==> config.mk <==
export PLATFORM = sky130hd
export DESIGN_NAME = tftp_data_receive_checker_core
export DESIGN_NICKNAME = d
export VERILOG_FILES = /design/src/hdl/tdrc_pkg.sv /design/src/hdl/tftp_data_receive_checker_core.sv
export SDC_FILE = /design/constraint.sdc
export NUM_CORES = 1
export LEC_CHECK = 0
export BUFFER_PORTS_ARGS = -buffer_cell sky130_fd_sc_hd__buf_2
export CORE_ASPECT_RATIO = 0.7
export CORE_MARGIN = 4
export CORE_UTILIZATION = 50
export CTS_BUF_LIST = sky130_fd_sc_hd__clkbuf_16
export CTS_CLUSTER_SIZE = 28
export DETAILED_ROUTE_END_ITERATION = 8
export PLACE_DENSITY = 0.79
export SLEW_MARGIN = 20
export SYNTH_ARGS = -nofsm -noshare
export SYNTH_HDL_FRONTEND = slang
export SYNTH_SLANG_ARGS = --single-unit
==> constraint.sdc <==
create_clock -name clk -period 7.75 [get_ports clk]
set_input_delay 0.3875 -clock clk [delete_from_list [all_inputs] [get_ports clk]]
set_output_delay 0.3875 -clock clk [all_outputs]
set_load 0.01 [all_outputs]
==> src/hdl/tdrc_pkg.sv <==
// ----------------------------------------------------------------------------
// TFTP data receive checker package
// Shared constants for the TFTP read-transfer header checker.
// ----------------------------------------------------------------------------
package tdrc_pkg;

	// Default data segment size of one TFTP block in bytes.
	localparam int unsigned SEGMENT_BYTES_DEFAULT = 512;

	// Field widths.
	localparam int unsigned LEN_W     = 11;
	localparam int unsigned PORT_W    = 16;
	localparam int unsigned ADDR_W    = 32;
	localparam int unsigned OPCODE_W  = 16;
	localparam int unsigned BLOCK_W   = 16;
	localparam int unsigned VERDICT_W = 4;
	localparam int unsigned PAYLOAD_W = 10;

	// Stream data widths, rounded up to whole bytes.
	localparam int unsigned IN_DATA_W  = 96;
	localparam int unsigned OUT_DATA_W = 64;

	// Configuration port.
	localparam int unsigned CFG_INDEX_W = 2;
	localparam int unsigned CFG_DATA_W  = 32;
	localparam logic [CFG_INDEX_W-1:0] REG_SERVER_ADDRESS   = 2'd0;
	localparam logic [CFG_INDEX_W-1:0] REG_BROADCAST_SEARCH = 2'd1;
	localparam logic [CFG_INDEX_W-1:0] REG_QUIET_ERRORS     = 2'd2;

	// Command carried with each input transaction.
	localparam logic MODE_START  = 1'b0;
	localparam logic MODE_PACKET = 1'b1;

	// TFTP header.
	localparam logic [LEN_W-1:0]    HDR_BYTES = 11'd4;
	localparam logic [OPCODE_W-1:0] OP_DATA   = 16'd3;
	localparam logic [OPCODE_W-1:0] OP_ERROR  = 16'd5;

	// Verdict codes.
	localparam logic [VERDICT_W-1:0] V_SHORT      = 4'd0;
	localparam logic [VERDICT_W-1:0] V_PORT       = 4'd1;
	localparam logic [VERDICT_W-1:0] V_SERVER     = 4'd2;
	localparam logic [VERDICT_W-1:0] V_OPCODE     = 4'd3;
	localparam logic [VERDICT_W-1:0] V_SEARCH_ERR = 4'd4;
	localparam logic [VERDICT_W-1:0] V_ABORT      = 4'd5;
	localparam logic [VERDICT_W-1:0] V_SEQ        = 4'd6;
	localparam logic [VERDICT_W-1:0] V_OK         = 4'd7;
	localparam logic [VERDICT_W-1:0] V_OVERSIZE   = 4'd8;
	localparam logic [VERDICT_W-1:0] V_START      = 4'd9;

endpackage

==> src/hdl/tftp_data_receive_checker_core.sv <==
// ----------------------------------------------------------------------------
// TFTP data receive checker core
// Checks each received packet header of a TFTP read transfer, tracks the
// connection and block sequence, and decides whether to acknowledge.
// ----------------------------------------------------------------------------
// A result passes the input register and then the result register; a stall
// can hold it in either. Throughput: one transaction per cycle while the
// result side does not stall; the connection state is updated in the same
// cycle that a result is registered, so the next item sees it at once. A
// stalled result holds the input register, and the input side waits with it.
// Reset: arst_n clears the connection state, the configuration registers and
// both stage valid flags asynchronously; no clearing pass is needed.
module tftp_data_receive_checker_core #(
	parameter int unsigned SEGMENT_BYTES = tdrc_pkg::SEGMENT_BYTES_DEFAULT
) (
	input  logic                                clk,
	input  logic                                arst_n,

	// Configuration write channel.
	input  logic                                cfg_valid,
	output logic                                cfg_ready,
	input  logic [tdrc_pkg::CFG_INDEX_W-1:0]    cfg_index,
	input  logic [tdrc_pkg::CFG_DATA_W-1:0]     cfg_data,

	// Input stream.
	input  logic                                s_axis_tvalid,
	output logic                                s_axis_tready,
	// tdata, lowest bit first: packet_length[10:0], source_port[26:11],
	// source_address[58:27], opcode[74:59], block_number[90:75], zeros above.
	input  logic [tdrc_pkg::IN_DATA_W-1:0]      s_axis_tdata,
	// tuser: mode (0 start a new connection, 1 received packet header).
	input  logic                                s_axis_tuser,

	// Result stream.
	output logic                                m_axis_tvalid,
	input  logic                                m_axis_tready,
	// tdata, lowest bit first: payload_bytes[9:0], send_ack[10],
	// ack_block[26:11], last_block[27], report_error[28],
	// current_server[60:29], zeros above.
	output logic [tdrc_pkg::OUT_DATA_W-1:0]     m_axis_tdata,
	// tuser: verdict[3:0].
	output logic [tdrc_pkg::VERDICT_W-1:0]      m_axis_tuser
);

	// Segment size and its trimmed form widened past the largest payload length
	// so that all compares are free of overflow.
	localparam int unsigned CMP_W = tdrc_pkg::LEN_W + 1;
	localparam logic [CMP_W-1:0] SEG_LEN      = CMP_W'(SEGMENT_BYTES);
	localparam logic [CMP_W-1:0] SEG_LEN_TRIM = CMP_W'(SEGMENT_BYTES + 2);

	// ------------------------------------------------------------------
	// Configuration registers. Writes are always taken; the user must write
	// only while the block is idle, which the block itself does not enforce.
	// ------------------------------------------------------------------
	logic [tdrc_pkg::ADDR_W-1:0] server_address_q;
	logic                        broadcast_search_q;
	logic                        quiet_errors_q;

	assign cfg_ready = 1'b1;

	always_ff @(posedge clk or negedge arst_n) begin
		if (!arst_n) begin
			server_address_q   <= '0;
			broadcast_search_q <= 1'b0;
			quiet_errors_q     <= 1'b0;
		end else if (cfg_valid) begin
			case (cfg_index)
				tdrc_pkg::REG_SERVER_ADDRESS:   server_address_q   <= cfg_data;
				tdrc_pkg::REG_BROADCAST_SEARCH: broadcast_search_q <= cfg_data[0];
				tdrc_pkg::REG_QUIET_ERRORS:     quiet_errors_q     <= cfg_data[0];
				default: ;
			endcase
		end
	end

	// ------------------------------------------------------------------
	// Stage 1: input register. It moves on whenever the result register is
	// free or being emptied, so the input side never waits on an idle slot.
	// ------------------------------------------------------------------
	logic                              valid_s1;
	logic                              mode_s1;
	logic [tdrc_pkg::LEN_W-1:0]        len_s1;
	logic [tdrc_pkg::PORT_W-1:0]       sport_s1;
	logic [tdrc_pkg::ADDR_W-1:0]       saddr_s1;
	logic [tdrc_pkg::OPCODE_W-1:0]     op_s1;
	logic [tdrc_pkg::BLOCK_W-1:0]      blk_s1;

	logic valid_s2;
	logic advance;

	assign advance       = !valid_s2 || m_axis_tready;
	assign s_axis_tready = !valid_s1 || advance;

	always_ff @(posedge clk or negedge arst_n) begin
		if (!arst_n) begin
			valid_s1 <= 1'b0;
		end else if (s_axis_tready) begin
			valid_s1 <= s_axis_tvalid;
		end
	end

	always_ff @(posedge clk) begin
		if (s_axis_tready && s_axis_tvalid) begin
			mode_s1  <= s_axis_tuser;
			len_s1   <= s_axis_tdata[10:0];
			sport_s1 <= s_axis_tdata[26:11];
			saddr_s1 <= s_axis_tdata[58:27];
			op_s1    <= s_axis_tdata[74:59];
			blk_s1   <= s_axis_tdata[90:75];
		end
	end

	// ------------------------------------------------------------------
	// Connection state.
	// ------------------------------------------------------------------
	logic                          connected_q;
	logic [tdrc_pkg::BLOCK_W-1:0]  blocks_received_q;
	logic [tdrc_pkg::PORT_W-1:0]   server_port_q;
	logic                          end_seen_q;
	logic                          searching_q;
	logic                          errors_quiet_q;
	logic [tdrc_pkg::ADDR_W-1:0]   server_in_use_q;

	logic                          connected_d;
	logic [tdrc_pkg::BLOCK_W-1:0]  blocks_received_d;
	logic [tdrc_pkg::PORT_W-1:0]   server_port_d;
	logic                          end_seen_d;
	logic                          searching_d;
	logic                          errors_quiet_d;
	logic [tdrc_pkg::ADDR_W-1:0]   server_in_use_d;

	logic [tdrc_pkg::VERDICT_W-1:0] verdict_d;
	logic [tdrc_pkg::PAYLOAD_W-1:0] payload_d;
	logic                           ack_d;
	logic [tdrc_pkg::BLOCK_W-1:0]   ack_blk_d;
	logic                           report_d;

	// Helper values. The header length is only used once it is known not to
	// be short, so the subtraction never wraps where it matters.
	logic                          foreign_src;
	logic [CMP_W-1:0]              data_len;
	logic [CMP_W-1:0]              trimmed_len;
	logic [tdrc_pkg::BLOCK_W-1:0]  next_blk;

	assign foreign_src = (saddr_s1 != server_in_use_q);
	assign data_len    = CMP_W'(len_s1) - CMP_W'(tdrc_pkg::HDR_BYTES);
	assign trimmed_len = (data_len == SEG_LEN_TRIM) ? SEG_LEN : data_len;

	always_comb begin
		connected_d       = connected_q;
		blocks_received_d = blocks_received_q;
		server_port_d     = server_port_q;
		end_seen_d        = end_seen_q;
		searching_d       = searching_q;
		errors_quiet_d    = errors_quiet_q;
		server_in_use_d   = server_in_use_q;
		verdict_d         = tdrc_pkg::V_SHORT;
		payload_d         = '0;
		ack_d             = 1'b0;
		ack_blk_d         = '0;
		report_d          = 1'b0;
		next_blk          = blocks_received_q + 1'b1;

		if (mode_s1 == tdrc_pkg::MODE_START) begin
			// A start drops any connection and loads the configured server.
			connected_d       = 1'b0;
			blocks_received_d = '0;
			server_port_d     = '0;
			end_seen_d        = 1'b0;
			searching_d       = broadcast_search_q;
			errors_quiet_d    = quiet_errors_q;
			server_in_use_d   = server_address_q;
			verdict_d         = tdrc_pkg::V_START;
		end else if (len_s1 < tdrc_pkg::HDR_BYTES) begin
			verdict_d = tdrc_pkg::V_SHORT;
		end else if (connected_q && (blocks_received_q != '0)
				&& (sport_s1 != server_port_q)) begin
			verdict_d = tdrc_pkg::V_PORT;
		end else if (foreign_src && !(searching_q && (op_s1 == tdrc_pkg::OP_DATA))) begin
			verdict_d = tdrc_pkg::V_SERVER;
		end else begin
			// Reaching here from a foreign address means a DATA packet found
			// during a broadcast search: that sender becomes the server.
			if (foreign_src) begin
				server_in_use_d = saddr_s1;
				searching_d     = 1'b0;
				errors_quiet_d  = 1'b0;
			end
			if (op_s1 == tdrc_pkg::OP_ERROR) begin
				// Adoption only happens for DATA, so the old search flag holds.
				if (searching_q) begin
					verdict_d = tdrc_pkg::V_SEARCH_ERR;
				end else begin
					verdict_d = tdrc_pkg::V_ABORT;
					report_d  = !errors_quiet_q;
				end
			end else if (op_s1 != tdrc_pkg::OP_DATA) begin
				verdict_d = tdrc_pkg::V_OPCODE;
			end else begin
				errors_quiet_d = 1'b0;
				// The first DATA packet opens the connection and restarts the
				// count, so the sequence check below expects block one.
				if (!connected_q) begin
					server_port_d     = sport_s1;
					connected_d       = 1'b1;
					blocks_received_d = '0;
					end_seen_d        = 1'b0;
					next_blk          = {{(tdrc_pkg::BLOCK_W-1){1'b0}}, 1'b1};
				end
				if (blk_s1 != next_blk) begin
					verdict_d = tdrc_pkg::V_SEQ;
					// Repeat the last acknowledgement if there was one.
					if (blocks_received_d != '0) begin
						ack_d     = 1'b1;
						ack_blk_d = blocks_received_d;
					end
				end else begin
					blocks_received_d = next_blk;
					if (trimmed_len > SEG_LEN) begin
						verdict_d = tdrc_pkg::V_OVERSIZE;
					end else begin
						verdict_d = tdrc_pkg::V_OK;
						payload_d = trimmed_len[tdrc_pkg::PAYLOAD_W-1:0];
						if (trimmed_len < SEG_LEN) begin
							end_seen_d = 1'b1;
						end
						ack_d     = 1'b1;
						ack_blk_d = next_blk;
					end
				end
			end
		end
	end

	logic consume;
	assign consume = valid_s1 && advance;

	always_ff @(posedge clk or negedge arst_n) begin
		if (!arst_n) begin
			connected_q       <= 1'b0;
			blocks_received_q <= '0;
			server_port_q     <= '0;
			end_seen_q        <= 1'b0;
			searching_q       <= 1'b0;
			errors_quiet_q    <= 1'b0;
			server_in_use_q   <= '0;
		end else if (consume) begin
			connected_q       <= connected_d;
			blocks_received_q <= blocks_received_d;
			server_port_q     <= server_port_d;
			end_seen_q        <= end_seen_d;
			searching_q       <= searching_d;
			errors_quiet_q    <= errors_quiet_d;
			server_in_use_q   <= server_in_use_d;
		end
	end

	// ------------------------------------------------------------------
	// Stage 2: result register, held while the downstream side stalls.
	// ------------------------------------------------------------------
	logic [tdrc_pkg::VERDICT_W-1:0] verdict_s2;
	logic [tdrc_pkg::PAYLOAD_W-1:0] payload_s2;
	logic                           ack_s2;
	logic [tdrc_pkg::BLOCK_W-1:0]   ack_blk_s2;
	logic                           last_s2;
	logic                           report_s2;
	logic [tdrc_pkg::ADDR_W-1:0]    server_s2;

	always_ff @(posedge clk or negedge arst_n) begin
		if (!arst_n) begin
			valid_s2 <= 1'b0;
		end else if (advance) begin
			valid_s2 <= valid_s1;
		end
	end

	always_ff @(posedge clk) begin
		if (consume) begin
			verdict_s2 <= verdict_d;
			payload_s2 <= payload_d;
			ack_s2     <= ack_d;
			ack_blk_s2 <= ack_blk_d;
			last_s2    <= end_seen_d;
			report_s2  <= report_d;
			server_s2  <= server_in_use_d;
		end
	end

	assign m_axis_tvalid = valid_s2;
	assign m_axis_tuser  = verdict_s2;
	assign m_axis_tdata  = {3'b000, server_s2, report_s2, last_s2, ack_blk_s2, ack_s2,
		payload_s2};

endmodule

== After elaboration in Yosys (flattened, before gate mapping) ==
Cells that the tools add are included.

* Reductions and logical operators: 27
* $lt $le $gt $ge: 3
* Multiplexer cells: 76
* Equality and inequality tests: 16
* Add/subtract/negate cells: 2
* Bitwise gates (word level): 2

{| class="wikitable"
|+ Operators by type and width
! operator !! number
|-
| two-way mux 16 bit || 31
|-
| two-way mux 32 bit || 5
|-
| two-way mux 1 bit || 32
|-
| != test 16 bit || 2
|-
| != test 32 bit || 1
|-
| nonzero test 16 bit || 2
|-
| two-way mux 4 bit || 7
|-
| adder 16 x 1 -> 16 bit, second input constant || 1
|-
| == test 16 x 2 -> 1 bit, second input constant || 1
|-
| == test 16 x 3 -> 1 bit, second input constant || 1
|-
| != test 16 x 2 -> 1 bit, second input constant || 1
|-
| == test 12 x 10 -> 1 bit, second input constant || 1
|-
| > comparator 12 x 10 -> 1 bit, second input constant || 1
|-
| < comparator 12 x 10 -> 1 bit, second input constant || 1
|-
| two-way mux 12 bit || 1
|-
| != test 2 bit, second input constant || 6
|-
| OR reduction 6 bit || 2
|-
| subtractor 11 x 3 -> 12 bit, second input constant || 1
|-
| < comparator 11 x 3 -> 1 bit, second input constant || 1
|-
| OR reduction 8 bit || 1
|-
| AND reduction 7 bit || 1
|-
| logical AND 1 bit || 6
|-
| AND reduction 2 bit || 3
|-
| AND reduction 6 bit || 1
|-
| 11 further kinds || 16
|}

* Logic and storage cells: 153
* Register bits after elaboration: 261
* Bits of input ports: 136
* Output and inout bits: 71

== Depth between registers and ports, before layout ==
Gate-level depths: netlist (run 1).

* Depth after elaboration: 16
* Gate-level depth with buffers: 13
* Gate-level depth less buffers: 11

== Worst setup path after synthesis (run 1) ==
Ideal clock, no wire load.

* Kind: register to register
* Start: reg valid_s2 (netlist: m_axis_tvalid)
* End: reg server_in_use_q[23] in the netlist's numbering
* Slack: 4372 ps
* Cell stages (with the launch flop): 6
* Arrival: 3248 ps
* Data required time: 7620 ps
* Setup time: 130 ps
* Path buffers: 1
* Clock period less this slack: 3378 ps
* Cells stage by stage: dfrtp_1 -> nand2b_1 -> nand2_1 -> inv_2 -> buf_1 -> mux2_2

* Longest elaborated chain between the ends: 3

{| class="wikitable"
|+ RTL lines
! element !! line !! RTL
|-
| start, declared || tftp_data_receive_checker_core.sv:88 || <nowiki>logic valid_s2;</nowiki>
|-
| start signal, assigned || tftp_data_receive_checker_core.sv:273 || <nowiki>valid_s2 <= valid_s1;</nowiki>
|-
| zero test 1 bit || tftp_data_receive_checker_core.sv:91 || <nowiki>assign advance = !valid_s2 || m_axis_tready;</nowiki>
|-
| logical OR 1 bit || tftp_data_receive_checker_core.sv:91 ||
|-
| logical AND 1 bit || tftp_data_receive_checker_core.sv:236 || <nowiki>assign consume = valid_s1 && advance;</nowiki>
|-
| net consume || tftp_data_receive_checker_core.sv:235 || <nowiki>logic consume;</nowiki>
|-
| end signal, assigned || tftp_data_receive_checker_core.sv:254 || <nowiki>server_in_use_q <= server_in_use_d;</nowiki>
|-
| end, declared || tftp_data_receive_checker_core.sv:122 || <nowiki>logic [tdrc_pkg::ADDR_W-1:0] server_in_use_q;</nowiki>
|}

The timed path passes the listed nets, and every way through them passes these cells.
A chain may end at the register's enable or synchronous reset.

== Worst setup path in the final report (run 1) ==
* Start: reg blocks_received_q[0] in the netlist's numbering
* End: reg ack_blk_s2[7] in the netlist's numbering, data pin

* Longest elaborated chain between the ends: 10
* Elaborated cells between the ends (all ways): 24
* Those cells by class: 1 x add/sub; 1 x eq/ne; 17 x mux; 5 x reduce/logical

{| class="wikitable"
|+ RTL lines
! element !! line !! RTL
|-
| start, declared || tftp_data_receive_checker_core.sv:117 || <nowiki>logic [tdrc_pkg::BLOCK_W-1:0] blocks_received_q;</nowiki>
|-
| start signal, assigned || tftp_data_receive_checker_core.sv:249 || <nowiki>blocks_received_q <= blocks_received_d;</nowiki>
|-
| adder 16 x 1 -> 16 bit or two-way mux 16 bit (tied branches) || tftp_data_receive_checker_core.sv:162, tftp_data_receive_checker_core.sv:203 ||
|-
| two-way mux 16 bit, on equally long branches || tftp_data_receive_checker_core.sv:203, tftp_data_receive_checker_core.sv:197 ||
|-
| two-way mux 16 bit, on equally long branches || tftp_data_receive_checker_core.sv:197, tftp_data_receive_checker_core.sv:189 ||
|-
| two-way mux 16 bit, on equally long branches || tftp_data_receive_checker_core.sv:189, tftp_data_receive_checker_core.sv:179 ||
|-
| two-way mux 16 bit, on equally long branches || tftp_data_receive_checker_core.sv:179, tftp_data_receive_checker_core.sv:176 ||
|-
| two-way mux 16 bit, on equally long branches || tftp_data_receive_checker_core.sv:176, tftp_data_receive_checker_core.sv:174 ||
|-
| two-way mux 16 bit, on equally long branches || tftp_data_receive_checker_core.sv:174, tftp_data_receive_checker_core.sv:164 ||
|-
| two-way mux 16 bit or nonzero test 16 bit (tied branches) || tftp_data_receive_checker_core.sv:164, tftp_data_receive_checker_core.sv:213 ||
|-
| != test 16 bit (tied with other cells) || tftp_data_receive_checker_core.sv:210 || <nowiki>if (blk_s1 != next_blk) begin</nowiki>
|-
| two-way mux 16 bit || tftp_data_receive_checker_core.sv:210 ||
|-
| end signal, assigned || tftp_data_receive_checker_core.sv:282 || <nowiki>ack_blk_s2 <= ack_blk_d;</nowiki>
|-
| end, declared || tftp_data_receive_checker_core.sv:264 || <nowiki>logic [tdrc_pkg::BLOCK_W-1:0] ack_blk_s2;</nowiki>
|}

Parallel ways exist; a longest one is shown, timed or not. The select of a mux whose other input is x is not followed.

==> out/metrics.yaml, run 1 <==
outcome: "finished clean"
p_per_area_nw_per_um2: 253
wl_mm: 28.8
route.detailed.drc: 0
path_max_fanout: 12
crit_chain: "ha_1 -> nand4_1 -> nor4_2 -> xor2_1 -> nand3b_1 -> o2111ai_2 -> nor4_4 -> nor4b_4 -> nand3_1 -> a31oi_1"
yosysSeqAreaShare_pct: 61.4
grtUsageTotal_pct: 21.7
yosysUniqueCellTypes: 76
antenna_found_initial: 3
cpPeakStageDelay_ns: 0.72
drive_gt1_share_pct: 28.9
final_max_slew_viol_count: 0
clock_sinks: 261
clk_pin_slew_ns: 0.07
hold_path.class: "in2reg"
required_ns: 8.10
dp.final_hpwl_mm: 19.0
clock_latency_ns: 0.54
crit_path_end_kind: "register"
worstSetupStartpointType: "register"
seq_power_share_pct: 49.9
final_common_cell: "buf_2"
critPathArrivalTime_ns: 4.72
setup_viol: 0
slew_headroom_pct: 29.8
ys_seq_elements: 261
area_growth_syn_to_layout_pct: 20.6
period_share_pct: 56.3
finalClockSkew_ns: 0.0137
synth-edff-count: 157
grt_pass1_vias: 8299
htreeDepth: 1
synthDominantAreaCellType: "edfxtp_1"
via_per_inst: 5.55
synthCells: 936
fin_tns_setup_ns: 0
ant_nets: 0
pwr-share-comb_pct: 15.5
pwr-share-clk_pct: 34.6
mostFrequentLayoutCells: "buf_2 (196), edfxtp_1 (157), dfrtp_1 (104)"
p_sw_share_pct: 26.8
cap_violations: 0
die-area_um2: 26400
grt_overflow_total: 0
top_usage_layer: "met2"
synth.area.top_cells: "edfxtp_1 (40%), dfrtp_1 (22%), mux2_2 (6.3%)"
grt_start_max_net_pins: 87
path_class: "reg2reg"
cp_num_buf_inv: 0
max_freq_ghz: 0.229
vias: 8259
dr.first_iter.drc_count: 504
p_leak_nw: 5.95
rsz0062_at_grt: "no"
die_x_um: 193
use_met1_pct: 32.3
cts_root_buf: "clkbuf_16"
dp.cells: 1394
core_area_um2: 23000
syn-cell-area_um2: 11900
worstMarginPinSlew_ns: 1.05
p_sw_mw: 0.974
cts_made_buffers: 27
ir_worst_vdd_v: 0.000174
cpMaxStageDelayCell: "nor4b_4"
portBuffers: 197
whs_ns: 0.0201
start_util_pct: 51.8
internal_power_mw: 2.67
gp_congestion: 0.860
synth_flop_cell: "edfxtp_1"
grt_use_met3_pct: 4.28
avgSynthCellArea_um2: 12.7
fin_nets: 1295
critPathTopFamily: "simple AND/OR/NAND/NOR gates"
avgRoutedWirePerCell_um: 19.4
dieHeight_um: 137
synth_top_cell_area_share_pct: 39.5
clockBufferDepth: 3
ios: 207
layout.cells.non_filler: 1489
async_flop_share_pct: 39.8
grt_pass1_wl_mm: 45.2
hold_violations: 0
fillerInstances: 1774
ys_warn_count: 0
fin_crit_ns: 4.36
first_pass_iters: 5
use_met2_pct: 33.6
cts_tree: "done"
rows: 46
p_total_mw: 3.64
-- per-stage QoR --
| step | cell area [um^2] | util, % | setup WS (ns) |
|---|---|---|---|
| floorplan | 11900 | - | 4.37 |
| global placement | 13100 | 56.8 | 3.61 |
| detailed placement | 13100 | 56.8 | 3.45 |
| CTS | 14300 | 62.2 | 3.44 |
| global route | 14400 | 62.5 | 3.15 |
| finish | 14400 | 62.5 | 3.39 |
-- power groups by stage --
stage | clock, mW | sequential (mW) | combinational [mW]
2_1_floorplan | 0 | 1.83 | 0.351
3_3_place_gp | 0 | 1.83 | 0.528
3_5_place_dp | 0 | 1.84 | 0.546
4_1_cts | 1.29 | 1.82 | 0.565
5_1_grt | 1.35 | 1.84 | 0.626
6_report | 1.26 | 1.82 | 0.565
-- path summary, 6_finish.rpt --
path / start / end / slack (ns) / cells after the start
setup / recovery: blocks_received_q[0]$_DFFE_PN0P_ / ack_blk_s2[7]$_SDFFCE_PP0P_ / 3.39 / 10
hold / removal: s_axis_tdata[22] / sport_s1[11]$_DFFE_PP_ / 0.02 / 1
setup reg to reg: blocks_received_q[0]$_DFFE_PN0P_ / ack_blk_s2[7]$_SDFFCE_PP0P_ / 3.39 / 10
hold reg to reg: server_address_q[15]$_DFFE_PN0P_ / server_address_q[15]$_DFFE_PN0P_ / 0.50 / 1
max in group asynchronous: arst_n / server_in_use_q[7]$_DFFE_PN0P_ / 6.05 / 3
min in group asynchronous: arst_n / blocks_received_q[3]$_DFFE_PN0P_ / 0.43 / 2
-- layer usage --
layer  vias to the layer above  wire length (um)
li1                       3870                 -
met1                      4037             13300
met2                       295             12900
met3                        53              1950
met4                         4               681
met5                         -                21
-- worst reg2reg max path, stage by stage (launching register included) --
cell and delay [ns]:
dfrtp_1 0.60, ha_1 0.39, nand4_1 0.35, nor4_2 0.55, xor2_1 0.19, nand3b_1 0.16
o2111ai_2 0.23, nor4_4 0.58, nor4b_4 0.72, nand3_1 0.15, a31oi_1 0.27
-- cell families after synthesis --
| logic type | share of synthesized area (%) |
|---|---|
| adder cells (fa/ha/maj) | 0.420 |
| XOR/XNOR | 5.24 |
| AND/OR/NAND/NOR | 11.4 |
| multiplexers | 9.26 |
| other | 0.0630 |
| AO/OA/AOI/OAI | 8.59 |
| buffers and inverters | 3.72 |
| flip-flops | 61.4 |
-- cell usage after synthesis (all sizes together) (3+ instances only) --
cell type	number
mux2i	35
mux2	67
nand3	27
nor4	27
a21o	6
o31ai	5
inv	33
nor2b	4
and4	3
xnor2	14
buf	29
nand2b	13
and2	5
nor3b	5
o211ai	3
nand4	18
nand3b	6
ha	4
nor4b	5
dfrtp	104
and3	5
xor2	53
edfxtp	157
a31oi	12
o21ai	57
nand2	43
clkbuf	32
nor3	9
a22o	3
a21oi	61
nor2	57
-- layout make-up --
cell class                 instances  area, um^2  area share [%]
timing repair buffer             249        1490            10.4
clock buffer                      28         701            4.87
antenna                            1        2.50          0.0174
sequential                       261        7320            50.9
inverter                          33         126           0.879
tap                              312         390            2.71
clock inverter                    22         161            1.12
multi-input combinational        583        4190            29.2
-- timing repair --
item / CTS / global route
setup buffers: 0 / 0
hold buffers: 39 / 5
gates resized for setup: 0 / 0
endpoints found under the hold margin: 84 / 5
-- sequential cells by signal (all words and copies together) (netlist names), 4 cells and up --
signal,count
op_s1,16
blk_s1,16
server_address_q,32
m_axis_tuser,4
len_s1,11
server_s2,32
payload_s2,10
saddr_s1,32
server_in_use_q,32
blocks_received_q,16
server_port_q,16
sport_s1,16
ack_blk_s2,16
Note: power is estimated with default switching activity, not from simulation.
==> run 2, diff against run 1 <==
--- a/config.mk
+++ b/config.mk
@@ -12,7 +12,7 @@
 export CTS_BUF_LIST = sky130_fd_sc_hd__clkbuf_16
 export CTS_CLUSTER_SIZE = 28
 export DETAILED_ROUTE_END_ITERATION = 8
-export PLACE_DENSITY = 0.79
+export PLACE_DENSITY = 0.82
 export SLEW_MARGIN = 20
 export SYNTH_ARGS = -nofsm -noshare
 export SYNTH_HDL_FRONTEND = slang
==> constraint.sdc (replaced) <==
create_clock -name clk -period 4 [get_ports clk]
set_input_delay 0.2 -clock clk [delete_from_list [all_inputs] [get_ports clk]]
set_output_delay 0.2 -clock clk [all_outputs]
set_load 0.01 [all_outputs]
==> run 2 against run 1 <==
Worst setup slack worse by 3.1 ns; sequential power is 93% higher; register-to-register slack worse by 3.1 ns; sequential share of layout area is 3.3 points lower; largest cell class unchanged; first-iteration DRC count is 32% higher; final cell count is 6.9% higher; clock skew is 0.0071 ns higher.
==> out/metrics.yaml, run 2 (synthesis gave the netlist of run 1 again) <==
area_growth_syn_to_layout_pct: 28.9
core_area_um2: 23000
vias: 8852
fin_nets: 1399
antenna_found_initial: 1
start_util_pct: 51.8
die_x_um: 193
post-route-util_pct: 66.8
grt_start_max_net_pins: 99
clk_pin_slew_ns: 0.06
clock_latency_ns: 0.54
clockBufferDepth: 3
dp.final_hpwl_mm: 18.8
clock_sinks: 261
ant_nets: 0
die-area_um2: 26400
period_share_pct: 92.5
fin_crit_ns: 3.70
design_area_um2: 15400
p_leak_nw: 6.40
grt_overflow_total: 0
worstSetupStartpointType: "register"
gp_congestion: 0.899
grt_pass1_vias: 8883
htreeDepth: 1
crit_path_end_kind: "register"
required_ns: 4.39
ir_worst_vdd_v: 0.000368
final_common_cell: "buf_2"
path_max_fanout: 7
rows: 46
cap_violations: 0
grt_pass1_wl_mm: 48.5
cts_root_buf: "clkbuf_16"
dieHeight_um: 137
outcome: "finished clean"
final_max_slew_viol_count: 0
cts_made_buffers: 26
hold_violations: 0
critPathArrivalTime_ns: 4.09
max_freq_ghz: 0.270
ios: 207
setup_viol: 0
first_pass_iters: 5
mostFrequentLayoutCells: "buf_2 (196), edfxtp_1 (157), dlygate4sd3_1 (128)"
fillerInstances: 1625
placed_area_um2: 13200
worstMarginPinSlew_ns: 0.952
route.detailed.drc: 0
wl_mm: 31.4
finalClockSkew_ns: 0.0208
cts_tree: "done"
hold_path.class: "in2async"
avgRoutedWirePerCell_um: 19.7
via_per_inst: 5.56
postCtsResizedCells: 0
dr.first_iter.drc_count: 663
fin_tns_setup_ns: 0
path_class: "reg2reg"
slew_headroom_pct: 36.5
rsz0062_at_grt: "no"
portBuffers: 197
p_per_area_nw_per_um2: 465
drive_gt1_share_pct: 28.2
grtUsageTotal_pct: 23.4
[run 2: cell count changes in the layout (fill, tap and decap cells not counted), sizes merged]
cell         change
buf             +21
inv              -2
clkbuf           -2
clkinv           +2
bufinv           +1
dlygate4sd3     +84
clkinvlp         -1
[run 2: final timing paths]
path	start	end	slack, ns	depth (start not counted)
min in group clk	cfg_valid	broadcast_search_q$_DFFE_PN0P_	0.12	3
worst min register to register	server_address_q[0]$_DFFE_PN0P_	server_address_q[0]$_DFFE_PN0P_	0.51	1
worst min-delay path	arst_n	blocks_received_q[5]$_DFFE_PN0P_	0.04	2
max in group asynchronous	arst_n	server_address_q[10]$_DFFE_PN0P_	3.18	3
worst max-delay path	blocks_received_q[1]$_DFFE_PN0P_	ack_blk_s2[8]$_SDFFCE_PP0P_	0.30	11
worst max register to register	blocks_received_q[1]$_DFFE_PN0P_	ack_blk_s2[8]$_SDFFCE_PP0P_	0.30	11
[run 2: worst max-delay path, cell delays in order (launching register included)]
cell	delay, ns
dfrtp_1	0.50
ha_1	0.36
nand4_1	0.12
buf_4	0.19
nor4_2	0.44
xor2_1	0.16
nand3b_1	0.13
o2111ai_2	0.21
nor4_4	0.56
or3b_1	0.60
a21oi_2	0.18
a21o_1	0.11
[run 2: area by class of cell]
class / count / area, um^2 / area share [%]
Inverter: 33 / 126 / 0.822
Multi-Input combinational cell: 583 / 4180 / 27.2
Antenna cell: 1 / 2.50 / 0.0163
Sequential cell: 261 / 7320 / 47.6
Tap cell: 312 / 390 / 2.54
Timing Repair Buffer: 354 / 2510 / 16.3
Clock inverter: 22 / 189 / 1.23
Clock buffer: 26 / 651 / 4.23
[run 2: layer usage]
| layer | share of wire, % | vias up | global-route usage (%) |
|---|---|---|---|
| met1 | 44 | 4349 | 33.2 |
| met2 | 48 | 384 | 38.6 |
| met3 | 6.6 | 45 | 3.93 |
| li1 | - | 4074 | - |
| met4 | 1.9 | 0 | 4.47 |
| met5 | 0 | - | 0 |
[run 2: power breakdown]
group | total (mW) | internal (mW) | switching [mW] | leakage [nW]
Clock | 2.41 | 1.38 | 1.03 | 0.435
Combinational | 1.22 | 0.566 | 0.653 | 3.18
Sequential | 3.52 | 3.27 | 0.251 | 2.78
Total | 7.15 | 5.22 | 1.94 | 6.40
[run 2: timing repair]
action | CTS | global route
hold buffers | 128 | 0
endpoints found under the hold margin | 232 | 0
buffers inserted | 0 | 0
[run 2: through the flow]
| step | power (mW) | setup slack (ns) | hold slack, ns | instances |
|---|---|---|---|---|
| floorplan | 4.22 | 0.622 | -0.0956 | 938 |
| global placement | 4.59 | 0.492 | 0.0290 | 1415 |
| detailed placement | 4.64 | 0.356 | 0.0297 | 1415 |
| CTS | 7.14 | 0.339 | 0.0183 | 1591 |
| global route | 7.43 | 0.0361 | 0.0257 | 1592 |
| finish | 7.15 | 0.301 | 0.0385 | 1592 |
==> run 3, diff against run 2 <==
--- a/config.mk
+++ b/config.mk
@@ -7,7 +7,7 @@
 export LEC_CHECK = 0
 export BUFFER_PORTS_ARGS = -buffer_cell sky130_fd_sc_hd__buf_2
 export CORE_ASPECT_RATIO = 0.7
-export CORE_MARGIN = 4
+export CORE_MARGIN = 2
 export CORE_UTILIZATION = 50
 export CTS_BUF_LIST = sky130_fd_sc_hd__clkbuf_16
 export CTS_CLUSTER_SIZE = 28
==> run 3 against run 2 <==
Combinational power is essentially flat; wire length shrank 1.8%; final cell count up 0.25%; critical path depth stayed put; register-to-register slack improved by 0.07 ns; via count down 0.72%; largest cell class unchanged.
==> out/metrics.yaml, run 3 (synthesis gave the netlist of run 1 again) <==
die_x_um: 189
path_class: "reg2reg"
avgRoutedWirePerCell_um: 19.3
via_per_inst: 5.51
critPathArrivalTime_ns: 4.04
p_per_area_nw_per_um2: 453
p_total_mw: 6.93
critPathLaunch: "blocks_received_q[1]$_DFFE_PN0P_"
mostFrequentLayoutCells: "buf_2 (196), edfxtp_1 (157), dlygate4sd3_1 (128)"
path_max_fanout: 7
fillerInstances: 1708
dieHeight_um: 133
hold_path.class: "in2reg"
dp.final_hpwl_mm: 18.8
final_max_slew_viol_count: 0
route.detailed.drc: 0
wl_mm: 30.8
final_common_cell: "buf_2"
seq_area_um2: 7320
reg2reg_depth: 11
fin_nets: 1398
die-area_um2: 25100
clk_pin_slew_ns: 0.06
setup_viol: 0
ir_worst_vdd_v: 0.000415
worstSetupStartpointType: "register"
multiInputGateArea_um2: 4180
outcome: "finished clean"
r2r_setup_slack_ns: 0.37
worstMarginPinSlew_ns: 0.970
cpMaxStageDelayCell: "or3b_1"
first_pass_iters: 5
hold_violations: 0
post-route-util_pct: 65.0
rows: 47
layout.cells.non_filler: 1596
gp_congestion: 0.882
grtUsageTotal_pct: 24.7
cts_made_buffers: 26
required_ns: 4.41
grt_pass1_vias: 9103
crit_end: "ack_blk_s2[4]$_SDFFCE_PP0P_"
ant_nets: 0
htreeDepth: 1
clock_latency_ns: 0.55
clock_sinks: 261
antenna_found_initial: 0
drive_gt1_share_pct: 27.7
cap_violations: 0
core_area_um2: 23500
reg2reg_from: "blocks_received_q[1]$_DFFE_PN0P_"
grt_pass1_wl_mm: 48.7
start_util_pct: 50.7
finalClockSkew_ns: 0.0288
rsz0062_at_grt: "no"
crit_path_end_kind: "register"
max_freq_ghz: 0.275
grt_overflow_total: 0
num_antenna_cells: 0
cts_setup_buffers: 0
fin_tns_setup_ns: 0
dr.first_iter.drc_count: 645
fin_crit_ns: 3.63
area_growth_syn_to_layout_pct: 28.3
slew_headroom_pct: 35.3
crit_chain: "ha_1 -> buf_4 -> and3_1 -> xnor2_1 -> or4_4 -> o311ai_4 -> nand3_4 -> nor4_4 -> or3b_1 -> a21oi_2 -> a21o_1"
r2r-end: "ack_blk_s2[4]$_SDFFCE_PP0P_"
cpPeakStageDelay_ns: 0.59
portBuffers: 197
dp.cells: 1420
p_leak_nw: 6.38
cts_root_buf: "clkbuf_16"
grt_start_max_net_pins: 85
vias: 8788
ios: 207
period_share_pct: 90.8
clockBufferDepth: 3
cts_tree: "done"
[run 3: worst max-delay path: cells and delay by family (launching register included)]
family          cells  cell delay [ns]
simple gates        5             2.00
flops               1             0.48
compound gates      3             0.45
fa+ha+maj           1             0.24
xor+xnor            1             0.17
buf+inv             1             0.16
[run 3: repair_timing]
action,in CTS,in global routing
setup endpoints to repair,0,0
endpoints found under the hold margin,184,0
gates resized for setup,0,0
hold buffers,128,0
[run 3: worst min-delay path by stage]
stage	startpoint	to	slack [ns]	cells after the start
after floorplan	arst_n	blocks_received_q[0]$_DFFE_PN0P_	-0.1	0
after global placement	arst_n	blocks_received_q[11]$_DFFE_PN0P_	0.35	1
after detailed placement	arst_n	server_address_q[24]$_DFFE_PN0P_	0.35	1
after CTS	cfg_valid	broadcast_search_q$_DFFE_PN0P_	0.05	3
after global routing	cfg_valid	broadcast_search_q$_DFFE_PN0P_	0.08	3
final	cfg_valid	broadcast_search_q$_DFFE_PN0P_	0.07	3
[run 3: where the power goes]
group          switching, mW  internal [mW]  leakage [nW]  total, mW
Combinational          0.645          0.564          3.18       1.21
Sequential             0.246           3.27          2.78       3.52
Clock                   1.02           1.18         0.419       2.20
Total                   1.91           5.02          6.38       6.93
[run 3: per-stage QoR]
step / instance area (um^2) / hold slack (ns) / setup slack (ns)
after CTS: 15300 / 0.0479 / 0.438
after detailed placement: 13200 / 0.355 / 0.463
final: 15300 / 0.0691 / 0.370
after floorplan: 11900 / -0.0956 / 0.622
after global placement: 13200 / 0.346 / 0.545
after global routing: 15300 / 0.0844 / 0.203
[run 3: metal layers]
layer | vias to the layer above | GRT usage, % | wire (um)
met2 | 352 | 39.9 | 14400
met3 | 58 | 4.93 | 2060
met4 | 0 | 6.03 | 681
met1 | 4319 | 34.5 | 13700
li1 | 4059 | - | -
met5 | - | 0 | 0
[run 3: cell type report]
cell class / instances / area share (%)
Sequential cell: 261 / 47.8
Multi-Input combinational cell: 583 / 27.4
Timing Repair Buffer: 353 / 16.4
Clock buffer: 26 / 4.25
Tap cell: 318 / 2.60
Inverter: 33 / 0.826
Clock inverter: 22 / 0.761
